===== config.mk =====
export PLATFORM = sky130hd
export DESIGN_NAME = shuffled_lehmer_random_generator
export DESIGN_NICKNAME = d
export VERILOG_FILES = /design/src/sv/slrg_pkg.sv /design/src/sv/slrg_ctrl.sv /design/src/sv/slrg_datapath.sv /design/src/sv/shuffled_lehmer_random_generator.sv
export SDC_FILE = /design/constraint.sdc
export NUM_CORES = 2
export LEC_CHECK = 0
export BUFFER_PORTS_ARGS = -buffer_cell sky130_fd_sc_hd__clkbuf_2
export CORE_UTILIZATION = 25
export DETAILED_ROUTE_END_ITERATION = 12
export PLACE_DENSITY = 0.47
export SETUP_SLACK_MARGIN = 0.1
export SLEW_MARGIN = 20
export SYNTH_ARGS = -nofsm -noshare
export SYNTH_HDL_FRONTEND = slang
export SYNTH_SLANG_ARGS = --single-unit

===== constraint.sdc =====
create_clock -name clk -period 9.4 [get_ports clk]
set_clock_uncertainty 0.2 [all_clocks]
set_input_delay 1.88 -clock clk [delete_from_list [all_inputs] [get_ports clk]]
set_output_delay 1.88 -clock clk [all_outputs]
set_load 0.02 [all_outputs]

===== src/sv/slrg_pkg.sv =====
// slrg_pkg: shared types and constants of the shuffled lehmer random generator
// used by slrg_ctrl, slrg_datapath and the top level; no dependencies
package slrg_pkg;

  // word width of the lehmer recurrence and the table entries
  localparam int unsigned WORD_W = 31;

  // park-miller minimal standard constants
  localparam logic [14:0]       LEHMER_MUL = 15'd16807;
  localparam logic [WORD_W-1:0] LEHMER_MOD = 31'd2147483647;

  // sample from which a fraction would be clamped to 1 - 1.2e-7
  localparam logic [WORD_W-1:0] CLAMP_FROM = 31'd2147483390;

  // seed register value after reset
  localparam logic [31:0] SEED_RESET = 32'd65248;

  // commands from the controller to the datapath
  typedef struct packed {
    logic load_seed;  // load running value from the seed rule
    logic mul;        // register both products for one step
    logic su_red;     // start-up step: reduce and update running value
    logic su_wr;      // start-up step also fills a table slot
    logic su_last;    // final start-up step: result becomes last pick
    logic red;        // normal step: reduce, pick slot, read table
    logic wrb;        // normal step: write back, load output register
  } slrg_cmd_t;

  // status from the datapath to the controller
  typedef struct packed {
    logic lp_zero;    // last pick is zero, generator not started
    logic out_stall;  // output register holds a transaction not yet taken
  } slrg_sts_t;

endpackage


===== src/sv/slrg_ctrl.sv =====
// slrg_ctrl: request sequencer of the shuffled lehmer random generator
// runs start-up (seed, warm-up, table fill) and the normal step; uses slrg_pkg
module slrg_ctrl #(
  parameter int unsigned TABLE_DEPTH  = 32,
  parameter int unsigned WARMUP_STEPS = 8,
  parameter int unsigned IW           = $clog2(TABLE_DEPTH)
) (
  input  logic                  clk,
  input  logic                  rst_n,
  input  logic                  req_valid,
  output logic                  req_ready,
  input  logic                  req_reseed,
  input  slrg_pkg::slrg_sts_t   sts,
  output slrg_pkg::slrg_cmd_t   cmd,
  output logic [IW-1:0]         fill_idx
);
  import slrg_pkg::*;

  localparam int unsigned STEPS = TABLE_DEPTH + WARMUP_STEPS;
  localparam int unsigned CW    = $clog2(STEPS);

  localparam logic [2:0] ST_IDLE = 3'd0;
  localparam logic [2:0] ST_SEED = 3'd1;
  localparam logic [2:0] ST_SMUL = 3'd2;
  localparam logic [2:0] ST_SRED = 3'd3;
  localparam logic [2:0] ST_MUL  = 3'd4;
  localparam logic [2:0] ST_RED  = 3'd5;
  localparam logic [2:0] ST_WRB  = 3'd6;

  logic [2:0]    state_r, state_nxt;
  logic [CW-1:0] cnt_r, cnt_nxt;

  // state and step counter
  always_ff @(posedge clk) begin
    if (!rst_n) begin
      state_r <= ST_IDLE;
      cnt_r   <= '0;
    end else begin
      state_r <= state_nxt;
      cnt_r   <= cnt_nxt;
    end
  end

  assign req_ready = (state_r == ST_IDLE);
  assign fill_idx  = cnt_r[IW-1:0];

  // next state and commands
  always_comb begin
    state_nxt   = state_r;
    cnt_nxt     = cnt_r;
    cmd         = '0;
    cmd.su_wr   = (cnt_r < CW'(TABLE_DEPTH));
    cmd.su_last = (cnt_r == '0);
    case (state_r)
      ST_IDLE: begin
        if (req_valid) begin
          state_nxt = (req_reseed || sts.lp_zero) ? ST_SEED : ST_MUL;
        end
      end
      ST_SEED: begin
        cmd.load_seed = 1'b1;
        cnt_nxt       = CW'(STEPS - 1);
        state_nxt     = ST_SMUL;
      end
      ST_SMUL: begin
        cmd.mul   = 1'b1;
        state_nxt = ST_SRED;
      end
      ST_SRED: begin
        cmd.su_red = 1'b1;
        if (cnt_r == '0) begin
          state_nxt = ST_MUL;
        end else begin
          cnt_nxt   = cnt_r - 1'b1;
          state_nxt = ST_SMUL;
        end
      end
      ST_MUL: begin
        cmd.mul   = 1'b1;
        state_nxt = ST_RED;
      end
      ST_RED: begin
        cmd.red   = 1'b1;
        state_nxt = ST_WRB;
      end
      ST_WRB: begin
        if (!sts.out_stall) begin
          cmd.wrb   = 1'b1;
          state_nxt = ST_IDLE;
        end
      end
      default: begin
        state_nxt = ST_IDLE;
      end
    endcase
  end

  // at most one datapath action per cycle
  a_cmd_onehot: assert property (@(posedge clk) disable iff (!rst_n)
    $onehot0({cmd.load_seed, cmd.mul, cmd.su_red, cmd.red, cmd.wrb}))
    else $error("slrg_ctrl: more than one datapath command");

  // write-back never overwrites a pending output transaction
  a_wrb_free: assert property (@(posedge clk) disable iff (!rst_n)
    cmd.wrb |-> !sts.out_stall)
    else $error("slrg_ctrl: write-back while output stalled");

endmodule


===== src/sv/slrg_datapath.sv =====
// slrg_datapath: lehmer step, slot pick, shuffle table and output register
// driven by slrg_ctrl commands; uses slrg_pkg
module slrg_datapath #(
  parameter int unsigned TABLE_DEPTH = 32,
  parameter int unsigned IW          = $clog2(TABLE_DEPTH)
) (
  input  logic                             clk,
  input  logic                             rst_n,
  input  logic                             cfg_we,
  input  logic [31:0]                      cfg_seed,
  input  slrg_pkg::slrg_cmd_t              cmd,
  input  logic [IW-1:0]                    fill_idx,
  output slrg_pkg::slrg_sts_t              sts,
  output logic                             out_valid,
  input  logic                             out_ready,
  output logic [slrg_pkg::WORD_W-1:0]      out_sample,
  output logic                             out_clamped
);
  import slrg_pkg::*;

  // slot divisor and its reciprocal scaled by 2^31
  localparam longint SLOT_DIV = 1 + 64'd2147483646 / TABLE_DEPTH;
  localparam longint RECIP    = (64'd1 << 31) / SLOT_DIV;
  localparam int unsigned RW  = $clog2(RECIP + 1);
  localparam logic [WORD_W-1:0] SLOT_DIV_C = WORD_W'(SLOT_DIV);
  localparam logic [RW-1:0]     RECIP_C    = RW'(RECIP);
  localparam logic [RW:0]       TOP_SLOT   = (RW + 1)'(TABLE_DEPTH - 1);

  logic [31:0]          seed_r;
  logic [WORD_W-1:0]    rv_r;
  logic [WORD_W-1:0]    last_pick_r;
  logic [WORD_W+14:0]   prod_r;
  logic [WORD_W+RW-1:0] sprod_r;
  logic [IW-1:0]        slot_r;
  logic [WORD_W-1:0]    rd_r;
  logic                 out_valid_r;
  logic [WORD_W-1:0]    out_sample_r;
  logic                 out_clamped_r;
  logic [WORD_W-1:0]    tbl [TABLE_DEPTH];

  logic [31:0]       mag;
  logic [WORD_W-1:0] seed_start;
  logic [31:0]       fold;
  logic [WORD_W-1:0] red;
  logic [RW-1:0]     q_est;
  logic [WORD_W-1:0] q_rem;
  logic [RW:0]       q_full;
  logic [IW-1:0]     slot;

  // seed rule: magnitude of a negative seed mod the modulus, else 1
  always_comb begin
    mag = 32'(-seed_r);
    if (!seed_r[31]) begin
      seed_start = WORD_W'(1);
    end else if (mag >= {1'b0, LEHMER_MOD}) begin
      seed_start = WORD_W'(mag - {1'b0, LEHMER_MOD});
    end else begin
      seed_start = mag[WORD_W-1:0];
    end
  end

  // mersenne reduction of the registered product
  always_comb begin
    fold = 32'(prod_r[WORD_W+14:WORD_W]) + {1'b0, prod_r[WORD_W-1:0]};
    if (fold >= {1'b0, LEHMER_MOD}) begin
      red = WORD_W'(fold - {1'b0, LEHMER_MOD});
    end else begin
      red = fold[WORD_W-1:0];
    end
  end

  // slot = last pick / slot divisor, reciprocal estimate plus one correction, capped at the top slot
  always_comb begin
    q_est  = sprod_r[WORD_W +: RW];
    q_rem  = last_pick_r - WORD_W'(q_est * SLOT_DIV_C);
    q_full = {1'b0, q_est} + (RW + 1)'(q_rem >= SLOT_DIV_C);
    if (q_full > TOP_SLOT) begin
      slot = TOP_SLOT[IW-1:0];
    end else begin
      slot = q_full[IW-1:0];
    end
  end

  // seed register
  always_ff @(posedge clk) begin
    if (!rst_n) begin
      seed_r <= SEED_RESET;
    end else if (cfg_we) begin
      seed_r <= cfg_seed;
    end
  end

  // running value and last pick
  always_ff @(posedge clk) begin
    if (!rst_n) begin
      rv_r        <= WORD_W'(1);
      last_pick_r <= '0;
    end else begin
      if (cmd.load_seed) begin
        rv_r <= seed_start;
      end else if (cmd.su_red || cmd.red) begin
        rv_r <= red;
      end
      if (cmd.su_red && cmd.su_last) begin
        last_pick_r <= red;
      end else if (cmd.wrb) begin
        last_pick_r <= rd_r;
      end
    end
  end

  // product registers of one step
  always_ff @(posedge clk) begin
    if (cmd.mul) begin
      prod_r  <= rv_r * LEHMER_MUL;
      sprod_r <= last_pick_r * RECIP_C;
    end
  end

  // shuffle table: one write port, registered read
  always_ff @(posedge clk) begin
    if (cmd.su_red && cmd.su_wr) begin
      tbl[fill_idx] <= red;
    end else if (cmd.wrb) begin
      tbl[slot_r] <= rv_r;
    end
  end

  always_ff @(posedge clk) begin
    if (cmd.red) begin
      slot_r <= slot;
      rd_r   <= tbl[slot];
    end
  end

  // output register
  always_ff @(posedge clk) begin
    if (!rst_n) begin
      out_valid_r <= 1'b0;
    end else if (cmd.wrb) begin
      out_valid_r <= 1'b1;
    end else if (out_ready) begin
      out_valid_r <= 1'b0;
    end
  end

  always_ff @(posedge clk) begin
    if (cmd.wrb) begin
      out_sample_r  <= rd_r;
      out_clamped_r <= (rd_r >= CLAMP_FROM);
    end
  end

  assign out_valid     = out_valid_r;
  assign out_sample    = out_sample_r;
  assign out_clamped   = out_clamped_r;
  assign sts.lp_zero   = (last_pick_r == '0);
  assign sts.out_stall = out_valid_r && !out_ready;

  // picked slot stays inside the table
  a_slot_range: assert property (@(posedge clk) disable iff (!rst_n)
    cmd.red |=> ({1'b0, slot_r} <= (IW + 1)'(TABLE_DEPTH - 1)))
    else $error("slrg_datapath: slot out of range");

  // reduction never leaves the modulus itself
  a_rv_reduced: assert property (@(posedge clk) disable iff (!rst_n)
    rv_r != LEHMER_MOD)
    else $error("slrg_datapath: running value not reduced");

  // every write-back presents a transaction next cycle
  a_wrb_out: assert property (@(posedge clk) disable iff (!rst_n)
    cmd.wrb |=> out_valid_r)
    else $error("slrg_datapath: write-back lost");

endmodule


===== src/sv/shuffled_lehmer_random_generator.sv =====
// shuffled_lehmer_random_generator: park-miller generator behind a shuffle table
// top level joining slrg_ctrl and slrg_datapath; uses slrg_pkg
//
//   channel | direction | handshake            | payload
//   in_     | slave     | in_tvalid/in_tready   | in_tdata[0] reseed
//   out_    | master    | out_tvalid/out_tready | out_tdata[30:0] sample, out_tuser clamped
//   cfg_    | slave     | cfg_valid/cfg_ready   | cfg_data seed (signed)
//
// a normal request passes through accept in idle, product, reduce with table
// read and write-back; the sample is loaded into the output register at write-back.
// start-up (first request after reset, reseed set, or last pick zero) adds a
// seed load and a product and reduce state per lehmer step, TABLE_DEPTH +
// WARMUP_STEPS steps; the last TABLE_DEPTH fill the table via its single write port.
// reset is synchronous, active low; the table needs no clearing pass.
// write-back waits while the output register holds an untaken transaction.
module shuffled_lehmer_random_generator #(
  parameter int unsigned TABLE_DEPTH  = 32,
  parameter int unsigned WARMUP_STEPS = 8
) (
  input  logic        clk,
  input  logic        rst_n,
  input  logic        in_tvalid,
  output logic        in_tready,
  input  logic [7:0]  in_tdata,    // [0] reseed, [7:1] zero
  output logic        out_tvalid,
  input  logic        out_tready,
  output logic [31:0] out_tdata,   // [30:0] sample, [31] zero
  output logic [0:0]  out_tuser,   // [0] clamped
  input  logic        cfg_valid,
  output logic        cfg_ready,
  input  logic [31:0] cfg_data     // seed
);
  import slrg_pkg::*;

  localparam int unsigned IW = $clog2(TABLE_DEPTH);

  slrg_cmd_t         cmd;
  slrg_sts_t         sts;
  logic [IW-1:0]     fill_idx;
  logic [WORD_W-1:0] sample;
  logic              clamped;

  // seed writes are always taken
  assign cfg_ready = 1'b1;

  slrg_ctrl #(
    .TABLE_DEPTH  (TABLE_DEPTH),
    .WARMUP_STEPS (WARMUP_STEPS),
    .IW           (IW)
  ) u_ctrl (
    .clk        (clk),
    .rst_n      (rst_n),
    .req_valid  (in_tvalid),
    .req_ready  (in_tready),
    .req_reseed (in_tdata[0]),
    .sts        (sts),
    .cmd        (cmd),
    .fill_idx   (fill_idx)
  );

  slrg_datapath #(
    .TABLE_DEPTH (TABLE_DEPTH),
    .IW          (IW)
  ) u_datapath (
    .clk         (clk),
    .rst_n       (rst_n),
    .cfg_we      (cfg_valid),
    .cfg_seed    (cfg_data),
    .cmd         (cmd),
    .fill_idx    (fill_idx),
    .sts         (sts),
    .out_valid   (out_tvalid),
    .out_ready   (out_tready),
    .out_sample  (sample),
    .out_clamped (clamped)
  );

  // pack result transaction
  assign out_tdata = {1'b0, sample};
  assign out_tuser = clamped;

endmodule

; ---- Word level (Yosys, flattened, before mapping)
; Memory sizes are Yosys's and may differ from the RTL's. A register that Yosys moved wholly into a read port is not among the register bits.
; Index checks and enable logic that the tools add are counted.
[word_totals]
wordCells = 83
latch_bits = 0
mem_count = 1
out_inout_bits = 36
register_bits = 218
mem_bits_rw = 992
romBits = 0
in_bits = 45
[memory_table]
columns = name, words, width, read_ports, rd_ports_with_merged_regs, write_ports, line_no
row1 = u_datapath.tbl, 32, 31, 1, 1, 1, slrg_datapath.sv:39  ; logic [WORD_W-1:0] tbl [TABLE_DEPTH];
[op_classes]
multipliers = 1
muxes = 31
add_sub_neg = 7
magnitude_cmp = 6
n_reduce_logical = 17
bitwise = 0
shifts = 0
eq_ne = 9
n_div = 0
[op_table]
columns = operator, n
row1 = 31-bit two-way mux, 8
row2 = "32-bit by 31-bit >= comparator with 1-bit output, second input constant", 2
row3 = "31-bit subtractor, second input constant", 2
row4 = "31-bit by 15-bit multiplier with 46-bit output, second input constant", 1
row5 = 15-bit by 31-bit adder with 32-bit output, 1
row6 = 32-bit negation, 1
row7 = "31-bit by 27-bit >= comparator with 1-bit output, second input constant", 1
row8 = "31-bit >= comparator, second input constant", 1
row9 = 31-bit logical NOT, 1
row10 = 31-bit OR reduction, 1
row11 = 31-bit subtractor, 1
row12 = 3-bit one-hot mux with 7 select lines, 1
row13 = 1-bit two-way mux, 14
row14 = 3-bit two-way mux, 4
row15 = 6-bit one-hot mux with 2 select lines, 1
row16 = 5-bit two-way mux, 2
row17 = "3-bit == test, second input constant", 3
row18 = 2-bit nonzero test, 4
row19 = "7-bit by 5-bit greater-than comparator with 1-bit output, second input constant", 1
row20 = 5-bit by 1-bit adder with 6-bit output, 1
row21 = "3-bit by 2-bit == test with 1-bit output, second input constant", 2
row22 = 6-bit logical NOT, 1
row23 = "6-bit less-than comparator, second input constant", 1
row24 = 6-bit two-way mux, 1
row25 = 9 further kinds, 15

; ---- Longest topological paths before layout
[depth]
ltp_word = 9
depth_mapped = 24
mapped_depth_nobuf = 24

; ---- By module
; Synthesis repeated with hierarchy kept, for this count alone.
[unflattened]
cells_unflattened = 4786
area_unflattened_um2 = 58404.8
[by_module_without_submodules]
columns = module, cells_per_inst, instances, seq_area_each_um2, area_per_inst_um2
row1 = slrg_datapath, 4705, 1, 35263.8, 57761.6
row2 = slrg_ctrl, 77, 1, 180.2, 620.6
row3 = shuffled_lehmer_random_generator, 4, 1, 0.0, 22.5

; ---- Least setup slack after synthesis
; Ideal clock, no wire load.
[synth_path]
path_kind = flip-flop to flip-flop
start = register u_datapath.rv_r[14]
end = register u_datapath.prod_r[43], data pin
stages_incl_launch_ff = 24
n_path_buf = 0
synth_period_minus_slack_ns = 6.395
arrival_time_ns = 5.933
setup_time_ns = 0.262
t_required_ns = 8.938
setup_slack_ns = 3.005
cell_sequence = dfxtp_1 -> inv_1 -> fa_1 -> inv_1 -> ha_1 -> inv_1 -> fa_1 -> inv_1 -> fa_1 -> fa_1 -> inv_1 -> fa_1 -> inv_1 -> ha_1 -> nand4_1 -> nor3_1 -> o31ai_1 -> o21a_1 -> o221a_2 -> o41ai_1 -> o22ai_1 -> o21ai_0 -> a21oi_1 -> xnor2_1
[synth_via]
elab_chain_cells = 1
[synth_rtl]
columns = item, line_no
row1 = from (decl), slrg_datapath.sv:30  ; logic [WORD_W-1:0] rv_r;
row2 = from (signal assigned), slrg_datapath.sv:100  ; rv_r <= seed_start;
row3 = from (signal assigned), slrg_datapath.sv:102  ; rv_r <= red;
row4 = 31-bit by 15-bit multiplier with 46-bit output, slrg_datapath.sv:115  ; prod_r <= rv_r * LEHMER_MUL;
row5 = to (signal assigned), slrg_datapath.sv:115
row6 = to (decl), slrg_datapath.sv:32  ; logic [WORD_W+14:0] prod_r;
; Every way passes these cells.
; A chain may end at the register's enable or synchronous reset.

; ---- Worst setup path in the final report
[layout_path]
start = register u_datapath.rv_r[13]
end = register u_datapath.prod_r[43], data pin
; The elaborated chain is that of the path after synthesis.

==> flow_metrics.py <==
metrics = {
    "die": {
        "rows": 177,
        "die_height_um": 486,
        "die_x_um": 486,
        "core-area_sq_mm": 0.233,
        "ios": 81,
        "start_util": 0.252,
        "die_area_sq_mm": 0.236,
    },
    "route": {
        "routed_wl_mm": 184,
        "via_per_inst": 4.87,
        "postRouteAntennaNets": 0,
        "dr.pass1.iters": 6,
        "dr.first_iter.drc_count": 3677,
        "num_vias": 39000,
        "wl_per_cell_um": 22.9,
        "drc": 0,
    },
    "sta": {
        "fin_crit_ps": 7680,
        "fin_crit_sh": 0.817,
        "worst_pin_slew_ps": 1120,
        "fmax_mhz": 130,
        "relSlewSlack": 0.251,
        "tns_ps": 0,
        "hold_violations": 0,
        "setup_viol": 0,
        "drv_slew": 0,
        "grt_setup_unrepaired": "false",
    },
    "setup_path": {
        "worstSetupEndpointType": "flip-flop",
        "cp_cell_sequence": "inv_1 -> fa_1 -> inv_1 -> ha_1 -> inv_1 -> fa_1 -> fa_1 -> inv_1 -> fa_1 -> inv_1 -> fa_1 -> inv_1 -> ha_1 -> nand4_1 -> nor3_1 -> o31ai_1 -> o21a_1 -> o221a_2 -> o41ai_1 -> o22ai_1 -> o21ai_0 -> a21oi_1 -> xnor2_1",
        "cp-startpoint": "u_datapath.rv_r[13]",
        "critPathMostFrequentCell": "inv_1",
        "crit_buf_inv": 6,
        "reg2reg_from": "u_datapath.rv_r[13]",
        "reg2reg_depth": 23,
        "critPathLaunchType": "flip-flop",
        "required_ps": 9690,
        "cp_data_arrival_time_ps": 7960,
        "path_delay_family": "adder cells",
        "endpoint": "u_datapath.prod_r[43]",
        "reg2reg_setup_slack_ps": 1720,
        "cp_slowest_cell": "o41ai_1",
        "r2r_end": "u_datapath.prod_r[43]",
        "slowest_delay_ps": 890,
        "cp.depth": 23,
        "criticalPathCategory": "flip-flop to flip-flop",
        "crit_path_max_fanout": 7,
    },
    "clock_network": {
        "clockBufferDepth": 3,
        "htreeDepth": 4,
        "cts_made_buffers": 136,
        "cts_hold_buffers": 0,
        "root_buffer": "clkbuf_16",
        "clk_pin_slew_ps": 60,
        "clk_latency_ps": 770,
        "cts_tree": "built",
        "cts.sinks": 1215,
        "cts_resized": 0,
        "post-cts-setup-buffer-count": 0,
    },
    "cells_and_area": {
        "fillCellCount": 23700,
        "seq_area_sq_mm": 0.0354,
        "fin_nets": 5176,
        "drive_gt1_frac": 0.104,
        "multiInputGateArea_sq_mm": 0.0212,
        "area_growth_pct": 15.0,
    },
    "global_routing": {
        "use_met3": 0.0195,
        "antenna_found_initial": 2,
        "grt_start_max_net_pins": 196,
        "grt_use_total": 0.153,
        "grt-ovfl-total": 0,
        "grt_pass1_vias": 38300,
        "grtUsageMet2": 0.253,
        "grt.busiest_layer": "met2",
        "grt_pass1_wl_mm": 268,
        "grt_use_met1": 0.209,
    },
    "yosys": {
        "synth-edff-count": 1111,
        "synthTopCellsByArea": "edfxtp_1 (57%), fa_1 (4.6%), ha_1 (4.5%), nand2_1 (4.2%), dfxtp_1 (3.6%)",
        "synth_common_cells": "edfxtp_1 (1,111), nand2_1 (657), inv_1 (344)",
        "synth_area_sq_mm": 0.0586,
        "ys.flop_type": "edfxtp_1",
        "synth.most_common_cell": "edfxtp_1",
        "avgSynthCellArea_sq_um": 12.3,
        "synth_fp_nets": 5150,
        "ys_seq_elements": 1215,
        "yosysTopAreaCellShare": 0.569,
        "yosysWarnings": 0,
        "yosysSeqAreaShare": 0.605,
        "yosysTopAreaCell": "edfxtp_1",
        "async_reset_ff_frac": 0,
        "synth_cells": 4758,
        "synth_cell_types": 99,
    },
    "placement": {
        "port_buffers": 71,
        "gp_congestion": 0.863,
        "hpwl_mm": 107,
    },
    "flow_run": {
        "cap_violations": 0,
    },
    "hold_path": {
        "holdCritStartpoint": "u_datapath.last_pick_r[19]",
        "hp-class": "flip-flop to flip-flop",
        "holdPathStages": 2,
    },
    "outcome": {
        "status": "completed",
    },
}
[registers in the layout, indices dropped and copies added (netlist names)]
name	count
u_datapath.last_pick_r	31
u_datapath.out_valid	1
u_datapath.seed_r	32
u_datapath.tbl	992
u_ctrl.cnt_r	6
u_datapath.slot_r	5
u_datapath.rv_r	31
u_ctrl.state_r	3
u_datapath.sprod_r	5
u_datapath.out_clamped	1
u_datapath.prod_r	46
u_datapath.out_sample	31
u_datapath.rd_r	31
[worst min-delay path by stage]
stage / end
2_1_floorplan: u_datapath.out_sample[0]
4_1_cts: u_datapath.last_pick_r[19]
3_5_place_dp: u_datapath.last_pick_r[25]
5_1_grt: u_datapath.sprod_r[31]
3_3_place_gp: u_datapath.last_pick_r[18]
6_report: u_datapath.last_pick_r[19]
[metrics by stage]
step | util | setup WS (ps) | cells | hold slack [ps] | area [sq um]
floorplan | - | 3010 | 4758 | 226 | 58600
global placement | 0.271 | 1760 | 7778 | 273 | 63100
detailed placement | 0.271 | 1710 | 7778 | 274 | 63200
CTS | 0.290 | 1670 | 8020 | 286 | 67400
global route | 0.290 | 1240 | 8020 | 298 | 67400
finish | 0.290 | 1720 | 8022 | 287 | 67400
[kinds of logic (layout without fill, tap and decap cells)]
logic type,Yosys count,in the layout,synth area share
other,2,4,0.000128
xor gates and xnor gates,101,101,0.0151
buffers and inverters,642,772,0.0417
and+or+nand+nor,1340,1340,0.106
DFF,1215,1215,0.605
AOI/OAI and AO/OA,1040,1040,0.123
adders and majority gates,347,347,0.0914
muxes,71,71,0.0188
[worst reg2reg max path, cell delays in order (launching register included)]
cell and delay, ps:
dfxtp_1 670, inv_1 250, fa_1 590, inv_1 50
ha_1 260, inv_1 50, fa_1 470, fa_1 490
inv_1 60, fa_1 530, inv_1 50, fa_1 530
inv_1 40, ha_1 390, nand4_1 200, nor3_1 270
o31ai_1 120, o21a_1 220, o221a_2 300, o41ai_1 900
o22ai_1 270, o21ai_0 230, a21oi_1 130, xnor2_1 140
[layout by cell type (no fill, tap or decap), types with 82 or more instances in the layout]
cell type and instances:
a21oi_1 121, a311oi_1 82, and3_1 111, buf_4 103, clkbuf_16 137, dfxtp_1 104, edfxtp_1 1111, fa_1 135
ha_1 211, inv_1 342, nand2_1 656, nand3_1 149, nor2_1 152, o21ai_0 194, o221ai_1 159, o22ai_1 96
[final cells by class]
cell class / count / share of cell area
sequential: 1215 / 0.526
multi-input combinational: 2901 / 0.315
tap: 3132 / 0.0581
clock buffer: 174 / 0.0529
inverter: 348 / 0.0196
timing repair buffer: 182 / 0.0191
clock inverter: 68 / 0.00975
antenna: 2 / 0.0000743
[routing by layer]
metal | vias to the layer above | share of wire
met5 | - | 0
met4 | 0 | 0.023
met3 | 237 | 0.048
met2 | 990 | 0.48
met1 | 20000 | 0.45
li1 | 17800 | -
Power is left out: the tool's default activity adds up to more than one toggle a clock period on the data nets, which glitch-free logic cannot reach.
